==> src/rtl/shash_pkg.sv <==
`timescale 1ns / 1ps
// Shared definitions for the SHA-256 stream hasher: round constants, initial
// hash values, byte source codes and the controller/datapath command bundle.
// No dependencies.
package shash_pkg;

	localparam int unsigned BLOCK_BYTES = 64;
	localparam int unsigned ROUNDS      = 64;

	localparam logic [31:0] SHASH_K [64] = '{
		32'h428a2f98, 32'h71374491, 32'hb5c0fbcf, 32'he9b5dba5,
		32'h3956c25b, 32'h59f111f1, 32'h923f82a4, 32'hab1c5ed5,
		32'hd807aa98, 32'h12835b01, 32'h243185be, 32'h550c7dc3,
		32'h72be5d74, 32'h80deb1fe, 32'h9bdc06a7, 32'hc19bf174,
		32'he49b69c1, 32'hefbe4786, 32'h0fc19dc6, 32'h240ca1cc,
		32'h2de92c6f, 32'h4a7484aa, 32'h5cb0a9dc, 32'h76f988da,
		32'h983e5152, 32'ha831c66d, 32'hb00327c8, 32'hbf597fc7,
		32'hc6e00bf3, 32'hd5a79147, 32'h06ca6351, 32'h14292967,
		32'h27b70a85, 32'h2e1b2138, 32'h4d2c6dfc, 32'h53380d13,
		32'h650a7354, 32'h766a0abb, 32'h81c2c92e, 32'h92722c85,
		32'ha2bfe8a1, 32'ha81a664b, 32'hc24b8b70, 32'hc76c51a3,
		32'hd192e819, 32'hd6990624, 32'hf40e3585, 32'h106aa070,
		32'h19a4c116, 32'h1e376c08, 32'h2748774c, 32'h34b0bcb5,
		32'h391c0cb3, 32'h4ed8aa4a, 32'h5b9cca4f, 32'h682e6ff3,
		32'h748f82ee, 32'h78a5636f, 32'h84c87814, 32'h8cc70208,
		32'h90befffa, 32'ha4506ceb, 32'hbef9a3f7, 32'hc67178f2
	};

	localparam logic [31:0] SHASH_IV [8] = '{
		32'h6a09e667, 32'hbb67ae85, 32'h3c6ef372, 32'ha54ff53a,
		32'h510e527f, 32'h9b05688c, 32'h1f83d9ab, 32'h5be0cd19
	};

	localparam logic [7:0] PAD_MARK_BYTE = 8'h80;
	localparam logic [5:0] LEN_START     = 6'd56;
	localparam logic [5:0] LAST_SLOT     = 6'd63;
	localparam logic [5:0] LAST_ROUND    = 6'd63;
	localparam logic [2:0] LAST_WORD_IDX = 3'd7;

	// Source of the byte shifted into the block window.
	localparam logic [1:0] SEL_MSG  = 2'd0;
	localparam logic [1:0] SEL_MARK = 2'd1;
	localparam logic [1:0] SEL_ZERO = 2'd2;
	localparam logic [1:0] SEL_LEN  = 2'd3;

	typedef struct packed {
		logic       shift_byte;
		logic [1:0] byte_sel;
		logic       inc_count;
		logic       load_vars;
		logic       do_round;
		logic [5:0] round;
		logic       add_chain;
		logic       emit_word;
		logic [2:0] word_idx;
		logic       clear_msg;
	} shash_cmd_t;

	typedef struct packed {
		logic [5:0] fill;
	} shash_sts_t;

endpackage

==> src/rtl/shash_dp.sv <==
`timescale 1ns / 1ps
// Datapath of the SHA-256 stream hasher: block window, message schedule,
// round unit, chaining words and byte counters. Depends on shash_pkg.
module shash_dp (
	input  logic                 clk,
	input  logic                 arst_n,
	input  shash_pkg::shash_cmd_t cmd,
	input  logic [7:0]           msg_byte,
	output shash_pkg::shash_sts_t sts,
	output logic [31:0]          digest_word
);
	import shash_pkg::*;

	function automatic logic [31:0] rotr(input logic [31:0] x, input int unsigned s);
		rotr = (x >> s) | (x << (32 - s));
	endfunction

	// w_q[0] is the oldest word; bytes enter at the low end of w_q[15].
	logic [0:15][31:0] w_q;
	logic [31:0]       h_q [8];
	logic [31:0]       v_q [8];
	logic [5:0]        fill_q;
	logic [63:0]       count_q;

	logic [63:0]  bit_len;
	logic [63:0]  len_shift;
	logic [7:0]   byte_in;
	logic [519:0] byte_window;
	logic [31:0]  s0, s1, sched_next;
	logic [31:0]  big0, big1, choose, major, t1, t2;

	assign bit_len   = {count_q[60:0], 3'b000};
	// Length bytes go out most significant first, at slots 56 to 63.
	assign len_shift = bit_len >> {~fill_q[2:0], 3'b000};

	always_comb begin
		case (cmd.byte_sel)
			SEL_MSG:  byte_in = msg_byte;
			SEL_MARK: byte_in = PAD_MARK_BYTE;
			SEL_LEN:  byte_in = len_shift[7:0];
			default:  byte_in = 8'h00;
		endcase
	end

	assign byte_window = {w_q, byte_in};

	assign s0         = rotr(w_q[1], 7) ^ rotr(w_q[1], 18) ^ (w_q[1] >> 3);
	assign s1         = rotr(w_q[14], 17) ^ rotr(w_q[14], 19) ^ (w_q[14] >> 10);
	assign sched_next = w_q[0] + s0 + w_q[9] + s1;

	assign big1   = rotr(v_q[4], 6) ^ rotr(v_q[4], 11) ^ rotr(v_q[4], 25);
	assign choose = (v_q[4] & v_q[5]) ^ (~v_q[4] & v_q[6]);
	assign t1     = v_q[7] + big1 + choose + SHASH_K[cmd.round] + w_q[0];
	assign big0   = rotr(v_q[0], 2) ^ rotr(v_q[0], 13) ^ rotr(v_q[0], 22);
	assign major  = (v_q[0] & v_q[1]) ^ (v_q[0] & v_q[2]) ^ (v_q[1] & v_q[2]);
	assign t2     = big0 + major;

	always_ff @(posedge clk) begin
		if (cmd.shift_byte) begin
			w_q <= byte_window[511:0];
		end else if (cmd.do_round) begin
			w_q <= {w_q[1:15], sched_next};
		end
		if (cmd.load_vars) begin
			v_q <= h_q;
		end else if (cmd.do_round) begin
			v_q[7] <= v_q[6];
			v_q[6] <= v_q[5];
			v_q[5] <= v_q[4];
			v_q[4] <= v_q[3] + t1;
			v_q[3] <= v_q[2];
			v_q[2] <= v_q[1];
			v_q[1] <= v_q[0];
			v_q[0] <= t1 + t2;
		end
	end

	// While the digest drains, the initial values rotate in behind it, so the
	// chain is ready for the next message after the eighth beat.
	always_ff @(posedge clk or negedge arst_n) begin
		if (!arst_n) begin
			h_q <= SHASH_IV;
		end else if (cmd.add_chain) begin
			for (int i = 0; i < 8; i++) begin
				h_q[i] <= h_q[i] + v_q[i];
			end
		end else if (cmd.emit_word) begin
			for (int i = 0; i < 7; i++) begin
				h_q[i] <= h_q[i + 1];
			end
			h_q[7] <= SHASH_IV[cmd.word_idx];
		end
	end

	always_ff @(posedge clk or negedge arst_n) begin
		if (!arst_n) begin
			fill_q  <= '0;
			count_q <= '0;
		end else begin
			if (cmd.clear_msg) begin
				fill_q <= '0;
			end else if (cmd.shift_byte) begin
				fill_q <= fill_q + 6'd1;
			end
			if (cmd.clear_msg) begin
				count_q <= '0;
			end else if (cmd.inc_count) begin
				count_q <= count_q + 64'd1;
			end
		end
	end

	assign sts.fill    = fill_q;
	assign digest_word = h_q[0];

endmodule

==> src/rtl/shash_ctrl.sv <==
`timescale 1ns / 1ps
// Controller of the SHA-256 stream hasher: sequences byte intake, padding,
// compression rounds and digest output. Depends on shash_pkg.
module shash_ctrl (
	input  logic                 clk,
	input  logic                 arst_n,
	input  logic                 msg_valid,
	output logic                 msg_stall,
	input  logic                 byte_valid,
	input  logic                 end_of_message,
	output logic                 digest_valid,
	input  logic                 digest_stall,
	output logic [2:0]           word_index,
	output logic                 last_word,
	input  shash_pkg::shash_sts_t sts,
	output shash_pkg::shash_cmd_t cmd
);
	import shash_pkg::*;

	localparam logic [2:0] ST_IDLE  = 3'd0;
	localparam logic [2:0] ST_ROUND = 3'd1;
	localparam logic [2:0] ST_FINAL = 3'd2;
	localparam logic [2:0] ST_PAD   = 3'd3;
	localparam logic [2:0] ST_OUT   = 3'd4;

	logic [2:0] state_q;
	logic [5:0] round_q;
	logic [2:0] widx_q;
	logic       eom_q;
	logic       padding_q;
	logic       first_q;
	logic       spill_q;

	logic block_full;
	logic len_zone;

	assign block_full = (sts.fill == LAST_SLOT);
	assign len_zone   = (sts.fill >= LEN_START);

	always_comb begin
		cmd          = '0;
		cmd.round    = round_q;
		cmd.word_idx = widx_q;
		msg_stall    = 1'b1;
		digest_valid = 1'b0;
		case (state_q)
			ST_IDLE: begin
				msg_stall = 1'b0;
				if (msg_valid && byte_valid) begin
					cmd.shift_byte = 1'b1;
					cmd.byte_sel   = SEL_MSG;
					cmd.inc_count  = 1'b1;
					cmd.load_vars  = block_full;
				end
			end
			ST_ROUND: cmd.do_round = 1'b1;
			ST_FINAL: cmd.add_chain = 1'b1;
			ST_PAD: begin
				cmd.shift_byte = 1'b1;
				if (first_q) begin
					cmd.byte_sel = SEL_MARK;
				end else if (len_zone && !spill_q) begin
					cmd.byte_sel = SEL_LEN;
				end else begin
					cmd.byte_sel = SEL_ZERO;
				end
				cmd.load_vars = block_full;
			end
			ST_OUT: begin
				digest_valid  = 1'b1;
				cmd.emit_word = !digest_stall;
				cmd.clear_msg = !digest_stall && (widx_q == LAST_WORD_IDX);
			end
			default: ;
		endcase
	end

	always_ff @(posedge clk or negedge arst_n) begin
		if (!arst_n) begin
			state_q   <= ST_IDLE;
			round_q   <= '0;
			widx_q    <= '0;
			eom_q     <= 1'b0;
			padding_q <= 1'b0;
			first_q   <= 1'b0;
			spill_q   <= 1'b0;
		end else begin
			case (state_q)
				ST_IDLE: begin
					if (msg_valid) begin
						if (byte_valid && block_full) begin
							state_q <= ST_ROUND;
							round_q <= '0;
							eom_q   <= end_of_message;
						end else if (end_of_message) begin
							state_q   <= ST_PAD;
							padding_q <= 1'b1;
							first_q   <= 1'b1;
							spill_q   <= 1'b0;
						end
					end
				end
				ST_ROUND: begin
					round_q <= round_q + 6'd1;
					if (round_q == LAST_ROUND) begin
						state_q <= ST_FINAL;
					end
				end
				ST_FINAL: begin
					if (padding_q) begin
						// A marker in the last eight slots pushes the length
						// into one more block.
						if (spill_q) begin
							spill_q <= 1'b0;
							state_q <= ST_PAD;
						end else begin
							widx_q  <= '0;
							state_q <= ST_OUT;
						end
					end else if (eom_q) begin
						eom_q     <= 1'b0;
						padding_q <= 1'b1;
						first_q   <= 1'b1;
						spill_q   <= 1'b0;
						state_q   <= ST_PAD;
					end else begin
						state_q <= ST_IDLE;
					end
				end
				ST_PAD: begin
					if (first_q) begin
						first_q <= 1'b0;
						spill_q <= len_zone;
					end
					if (block_full) begin
						round_q <= '0;
						state_q <= ST_ROUND;
					end
				end
				ST_OUT: begin
					if (!digest_stall) begin
						widx_q <= widx_q + 3'd1;
						if (widx_q == LAST_WORD_IDX) begin
							padding_q <= 1'b0;
							state_q   <= ST_IDLE;
						end
					end
				end
				default: state_q <= ST_IDLE;
			endcase
		end
	end

	assign word_index = widx_q;
	assign last_word  = (widx_q == LAST_WORD_IDX);

endmodule

==> src/rtl/sha256_stream_hasher.sv <==
`timescale 1ns / 1ps
// Top level of the SHA-256 stream hasher: joins controller and datapath.
// Depends on shash_pkg, shash_ctrl and shash_dp.

// Each input beat carries at most one message byte and an end-of-message
// flag; at end of message the block pads, finishes the hash and sends the
// digest as eight 32-bit beats, word 0 (most significant) first, then starts
// over for the next message. Input is accepted only while msg_stall is low.
// Every 64th byte starts a compression (64 rounds on a single round unit,
// then a final step that folds the result into the chaining words), during
// which input is stalled. Closing a message shifts in padding bytes up to
// the end of the block, runs one compression (two when the 0x80 marker lands
// in the last eight byte slots) and then sends eight output beats, while
// input stays stalled until the last digest beat is taken.
module sha256_stream_hasher (
	input  logic        clk,
	input  logic        arst_n,
	input  logic        msg_valid,
	output logic        msg_stall,
	input  logic [7:0]  msg_byte,
	input  logic        byte_valid,
	input  logic        end_of_message,
	output logic        digest_valid,
	input  logic        digest_stall,
	output logic [31:0] digest_word,
	output logic [2:0]  word_index,
	output logic        last_word
);
	import shash_pkg::*;

	shash_cmd_t cmd;
	shash_sts_t sts;

	shash_ctrl u_ctrl (
		.clk            (clk),
		.arst_n         (arst_n),
		.msg_valid      (msg_valid),
		.msg_stall      (msg_stall),
		.byte_valid     (byte_valid),
		.end_of_message (end_of_message),
		.digest_valid   (digest_valid),
		.digest_stall   (digest_stall),
		.word_index     (word_index),
		.last_word      (last_word),
		.sts            (sts),
		.cmd            (cmd)
	);

	shash_dp u_dp (
		.clk         (clk),
		.arst_n      (arst_n),
		.cmd         (cmd),
		.msg_byte    (msg_byte),
		.sts         (sts),
		.digest_word (digest_word)
	);

	// No input is taken while the digest drains.
	a_no_input_during_output: assert property (@(posedge clk) disable iff (!arst_n)
		digest_valid |-> msg_stall)
		else $error("input accepted while digest beats are pending");

	// A digest is only sent after the block window has been emptied.
	a_fill_empty_on_output: assert property (@(posedge clk) disable iff (!arst_n)
		digest_valid |-> (sts.fill == 6'd0))
		else $error("digest sent with bytes left in the block window");

	// The schedule window is never loaded and advanced in the same cycle.
	a_no_shift_in_round: assert property (@(posedge clk) disable iff (!arst_n)
		!(cmd.do_round && cmd.shift_byte))
		else $error("byte shifted into the window during a round");

	// After the final digest beat the output channel goes quiet.
	a_done_after_last: assert property (@(posedge clk) disable iff (!arst_n)
		(digest_valid && !digest_stall && last_word) |=> !digest_valid)
		else $error("digest beats continue after the last word");

endmodule
==> config.mk <==
export PLATFORM = sky130hd
export DESIGN_NAME = sha256_stream_hasher
export DESIGN_NICKNAME = d
export VERILOG_FILES = /design/src/rtl/shash_pkg.sv /design/src/rtl/shash_dp.sv /design/src/rtl/shash_ctrl.sv /design/src/rtl/sha256_stream_hasher.sv
export SDC_FILE = /design/constraint.sdc
export NUM_CORES = 2
export LEC_CHECK = 0
export BUFFER_PORTS_ARGS = -buffer_cell sky130_fd_sc_hd__buf_2
export CORE_ASPECT_RATIO = 1.5
export CORE_MARGIN = 1
export CORE_UTILIZATION = 49
export CTS_CLUSTER_DIAMETER = 60
export DETAILED_ROUTE_END_ITERATION = 10
export RECOVER_POWER = 25
export SKIP_LAST_GASP = 1
export SYNTH_ARGS = -nofsm -noshare
export SYNTH_HDL_FRONTEND = slang
export SYNTH_SLANG_ARGS = --single-unit
==> constraint.sdc <==
create_clock -name clk -period 34.6 [get_ports clk]
set_input_delay 5.19 -clock clk [delete_from_list [all_inputs] [get_ports clk]]
set_output_delay 5.19 -clock clk [all_outputs]
set_load 0.01 [all_outputs]
After elaboration in Yosys (flattened, before gate mapping)
Memory sizes are Yosys's and may differ from the RTL's.
Index checks and enable logic that the tools add are counted.
W data, S select, Z words.
{"block": "word_totals", "register_bits": 1110, "mem_bits_ro": 2304, "in_bits": 14, "output_inout_bits": 38, "wordCells": 216, "n_memories": 2}
{"block": "classes", "add_sub_neg": 22, "n_lt_le_gt_ge": 3, "n_eq_ne": 24, "shift": 1, "mux": 68, "n_bitwise": 30, "reduce_logical": 25}
{"name": "(no name shown)", "words": 64, "width": 32, "rd": 1, "rd_ports_with_merged_regs": 0, "write_ports": 0, "line": "shash_dp.sv:53", "source": "assign t1 = v_q[7] + big1 + choose + SHASH_K[cmd.round] + w_q[0];"}
{"name": "(no name shown)", "words": 8, "width": 32, "rd": 1, "rd_ports_with_merged_regs": 0, "write_ports": 0, "line": "shash_dp.sv:91", "source": "h_q[7] <= SHASH_IV[cmd.word_idx];"}
{"op": "$mux W256", "count": 4}
{"op": "$mux W512", "count": 2}
{"op": "$add A32 B32 Y32", "count": 18}
{"op": "$xor A32 B32 Y32", "count": 9}
{"op": "$and A32 B32 Y32", "count": 5}
{"op": "$mux W32", "count": 4}
{"op": "$mux W64", "count": 2}
{"op": "$add A64 B1 Y64 const B", "count": 1}
{"op": "$shr A64 B6 Y8", "count": 1}
{"op": "$mux W3", "count": 12}
{"op": "$not A32 Y32", "count": 1}
{"op": "$or A10 B32 Y32", "count": 1}
{"op": "$or A13 B32 Y32", "count": 1}
{"op": "$or A14 B32 Y32", "count": 1}
{"op": "$or A15 B32 Y32", "count": 1}
{"op": "$or A19 B32 Y32", "count": 1}
{"op": "$or A21 B32 Y32", "count": 1}
{"op": "$or A25 B32 Y32", "count": 1}
{"op": "$or A26 B32 Y32", "count": 1}
{"op": "$or A30 B32 Y32", "count": 1}
{"op": "$or A7 B32 Y32", "count": 1}
{"op": "$xor A32 B22 Y32", "count": 1}
{"op": "$xor A32 B29 Y32", "count": 1}
{"op": "$mux W6", "count": 5}
{"op": "35 further kinds", "count": 97}

Longest topological paths before layout
{"block": "logic_depth", "depth_word": 10, "ltp_mapped": 42, "depth_no_buf": 39}

Cells and area by module
From an unflattened synthesis, not the netlist that was laid out.
{"block": "unflattened", "hier_cells": 7231, "hier_area_um2": 77007.6}
{"mod": "shash_dp", "instances": 1, "cells_per_inst": 7121, "area_each_um2": 75994.1, "seq_area_each_um2": 31315.0}
{"mod": "shash_ctrl", "instances": 1, "cells_per_inst": 110, "area_each_um2": 1013.5, "seq_area_each_um2": 400.4}

Least setup slack after synthesis
OpenSTA, ideal clock, no wires.
{"block": "synth_timing", "path_kind": "input port to flip-flop", "from": "in msg_valid", "to": "reg u_dp.w_q, in the netlist u_dp.byte_window[100] (enable)", "setup_time_ns": 3.696, "arrival_time_ns": 14.415, "t_required_ns": 30.904, "slack_ns": 16.489, "stages": 6, "path_buffers": 3, "path_cell_list": "nand3_1 > a21o_1 > clkbuf_1 > clkbuf_1 > buf_1 > nand2_1"}
{"block": "synth_between", "elab_chain_cells": 4}
{"item": "start, declared", "line": "sha256_stream_hasher.sv:18", "source": "input logic msg_valid,"}
{"item": "$logic_and A1 B1 Y1", "line": "shash_ctrl.sv:49", "source": "if (msg_valid && byte_valid) begin"}
{"item": "$mux W5", "line": "shash_ctrl.sv:49"}
{"item": "$pmux W3 S2", "line": "shash_ctrl.sv:46", "source": "case (state_q)"}
{"item": "$reduce_bool A2 Y1 (no line)"}
{"item": "end signal, assigned", "line": "shash_dp.sv:60", "source": "w_q <= byte_window[511:0];"}
{"item": "end signal, assigned", "line": "shash_dp.sv:62", "source": "w_q <= {w_q[1:15], sched_next};"}
{"item": "end, declared", "line": "shash_dp.sv:19", "source": "logic [0:15][31:0] w_q;"}
No other way between the ends.
A chain may end at the register's enable or synchronous reset.

Worst setup path after layout
{"block": "layout_timing", "from": "in msg_valid", "to": "reg u_dp.w_q, in the netlist u_dp.byte_window[457] (data pin)"}
{"block": "layout_between", "elab_chain_cells": 4}
{"item": "$logic_and A1 B1 Y1", "line": "shash_ctrl.sv:49"}
{"item": "$mux W5", "line": "shash_ctrl.sv:49"}
{"item": "$pmux W3 S2", "line": "shash_ctrl.sv:46"}
{"item": "$mux W512", "line": "shash_dp.sv:59", "source": "if (cmd.shift_byte) begin"}
No other way between the ends.

==> run_results.csv <==
group,metric,value,unit
outcome,status,"complete, but fails checks",
outcome,violations,"max-capacitance violations, max-slew violations",
global_routing,grt_antenna_before_repair,7,
critical_path,arrival,14340,ps
cts,clk_latency,790,ps
cts,cts_tree,"yes",
yosys,async_reset_ff_share,30.62,%
route,dr_total_vias,58830,
critical_path,reg2regPathDepth,36,
sta,finClkSkew,62.66,ps
yosys,synthFlopType,"edfxtp_1",
yosys,ys_ff_latch,1107,
global_routing,grt_start_max_net_pins,242,
sta,min_period,13740,ps
yosys,synth_nets,8581,
yosys,ys_types,98,
sta,finalCritPeriodShare,39.71,%
cts,htreeDepth,3,
critical_path,r2r-start,"u_ctrl.round_q[1]$_DFFE_PN0P_",
final_layout,layout-drive-gt1-share,8.825,%
floorplan,start_util,49.35,%
route,vias_per_cell,5.949,
floorplan,std_cell_rows,176,
run,maxCapViolCount,13,
final_layout,fin_nets,8356,
floorplan,io_pins,52,
sta,slew_viol_final,956,
cts,cts_buffers,120,
sta,slew_headroom,-499.6,%
critical_path,crit_path_start,"msg_valid",
floorplan,core_area,0.1535,mm^2
global_routing,grt_overflow,0,
placed_design,dp_hpwl,177200,um
final_layout,final_common_cell,"nand2_1",
critical_path,path_cells,"clkbuf_1 > nand3_1 > a21o_1 > clkbuf_1 > buf_4 > nand2_1 > nand2_1",
critical_path,critPathRequiredTime,35200,ps
route,wire_per_inst,24.37,um
placed_design,place_congestion,0.9740,
route,dr.first_iter.drc_count,4932,
sta,setup_viol,0,
sta,finalSetupTns,0,ps
yosys,synth_top_area_share,30.45,%
sta,fmax,72.78,MHz
final_layout,area_delta_synth_final,7.370,%
global_routing,grt_pass1_vias,57740,
final_layout,final_cell_mix,"nand2_1, edfxtp_1, o21ai_0, ha_1, a21oi_1",
yosys,synth_enable_flop_cells,768,
final_layout,final_area,0.08133,mm^2
critical_path,cp_slowest_cell,"clkbuf_1",
worst_hold_path,hp-class,"flip-flop to flip-flop",
floorplan,die_x,323.0,um
yosys,avgSynthCellArea,9.510,um^2
cts,clockBufferDepth,3,
sta,rsz0062_at_grt,"false",
floorplan,die_area,0.1562,mm^2
yosys,synthTopCellsByArea,"edfxtp_1, nand2_1, ha_1",
cts,clock_sinks,1107,
cts,root_buffer,"clkbuf_16",
critical_path,worst-path-max-fanout,179,
global_routing,grtUsageTotal,30.63,%
yosys,synth_warnings,0,
placed_design,place_area,0.07733,mm^2
critical_path,crit_path_start_kind,"primary input",
route,drt_pass1_iterations,6,
sta,worstMarginPinSlew,8993,ps
yosys,mappedNetlistArea,0.07575,mm^2
critical_path,cp_slowest_stage_delay,5400,ps
yosys,postSynthCellCount,7965,
yosys,ys_seq_area_share,41.87,%
placed_design,numPortBuffers,51,
cts,post-cts-setup-buffer-count,0,
route,routed_wl,241000,um
critical_path,r2r_slack,24110,ps
critical_path,regToRegEndpoint,"u_dp.v_q[254]$_DFFE_PP_",
critical_path,worstSetupPathType,"primary input to flip-flop",
cts,cts.clk_slew.worst_paths,60,ps
floorplan,die_height,483.5,um
critical_path,end_kind,"flip-flop",
sta,final-hold-violation-count,0,
critical_path,cp-endpoint,"u_dp.byte_window[457]$_DFFE_PP_",
yosys,synthDominantAreaCellType,"edfxtp_1",
route,ant_nets,0,
cts,holdBufCountCts,0,
cts,post_cts_resized,0,
route,drc_errors,0,
global_routing,grt_pass1_wl,361500,um
[flip-flops by register name, summed over array words and instances (netlist names)]
| signal | cells |
|---|---|
| u_ctrl.eom_q | 1 |
| u_ctrl.first_q | 1 |
| u_ctrl.padding_q | 1 |
| u_ctrl.state_q | 3 |
| u_dp.byte_window | 512 |
| u_dp.sts | 6 |
| u_dp.h_q | 224 |
| u_ctrl.round_q | 6 |
| u_ctrl.word_index | 3 |
| u_dp.v_q | 256 |
| u_ctrl.spill_q | 1 |
| u_dp.count_q | 61 |
| u_dp.digest_word | 32 |
[metal layers]
metal  vias up  GRT usage [%]  share of wire (%)
met5         -              0              0.017
met4         6          15.32                5.7
met3       501          4.004                5.0
met2      1718          53.01                 50
met1     29110          37.16                 39
li1      27490              -                  -
[logic make-up after synthesis]
logic type / count (synthesis) / share of synthesized area [%]
AND/OR/NAND/NOR: 2731 / 15.33
AO/OA/AOI/OAI: 1821 / 15.36
flip-flops: 1107 / 41.87
buffers and inverters: 821 / 4.252
adder cells (fa/ha/maj): 605 / 11.92
XOR/XNOR: 601 / 6.949
multiplexers: 279 / 4.326
[through the flow]
stage | utilization [%] | hold WS, ps | setup slack, ps | std cells
global route | 52.99 | 545.6 | 19320 | 9889
detailed placement | 50.38 | 501.5 | 24230 | 9665
finish | 52.99 | 510.4 | 20860 | 9889
floorplan | - | 471.7 | 16490 | 7965
global placement | 50.38 | 492.8 | 24170 | 9665
CTS | 53.08 | 509.8 | 24230 | 9888
[synth_stat cells (all sizes together), types with 17 or more instances]
master  count
a211oi     56
a21o      183
a21oi     394
a221o      22
a222oi     27
a22oi     174
a31oi      46
and2       31
and3       37
buf        66
clkbuf    391
dfrtp     203
dfstp     136
edfxtp    768
fa        195
ha        407
inv       362
mux2      207
mux2i      54
mux4       18
nand2    1807
nand2b     79
nand3     102
nand4      34
nor2      339
nor2b      77
nor3       93
nor4       19
o211ai     33
o21a       67
o21ai     562
o21bai     29
o311ai     18
o31ai      38
or2        17
or3        44
xnor2     344
xor2      257
[how the worst min path moves through the flow]
| stage | from | end | slack, ps | cells after the start |
|---|---|---|---|---|
| 3_5_place_dp | u_dp.h_q[15]$_DFFE_PN1P_ | u_dp.h_q[15]$_DFFE_PN1P_ | 500 | 2 |
| 5_1_grt | u_dp.h_q[77]$_DFFE_PN1P_ | u_dp.h_q[77]$_DFFE_PN1P_ | 550 | 2 |
| 3_3_place_gp | u_dp.h_q[22]$_DFFE_PN1P_ | u_dp.h_q[22]$_DFFE_PN1P_ | 490 | 2 |
| 6_report | u_dp.h_q[24]$_DFFE_PN1P_ | u_dp.h_q[24]$_DFFE_PN1P_ | 510 | 2 |
| 4_1_cts | u_dp.h_q[15]$_DFFE_PN1P_ | u_dp.h_q[15]$_DFFE_PN1P_ | 510 | 2 |
| 2_1_floorplan | u_dp.h_q[191]$_DFFE_PN0P_ | u_dp.h_q[191]$_DFFE_PN0P_ | 470 | 1 |
[worst max-delay path, delay by kind of cell]
| family | cells | cell delay, ps |
|---|---|---|
| compound gates | 1 | 1290 |
| buf+inv | 3 | 6970 |
| simple gates | 3 | 490 |
[cell type report]
cell class	count	area [um^2]
Fill cell	14250	72160
Multi-Input combinational cell	6037	40830
Sequential cell	1107	31720
Clock buffer	152	3244
Tap cell	2047	2561
Inverter	364	1374
Clock inverter	71	892.1
Timing Repair Buffer	110	706.9
Antenna cell	1	2.502
Power is left out: the tool's default activity adds up to more than one toggle a clock period on the data nets, which glitch-free logic cannot reach.
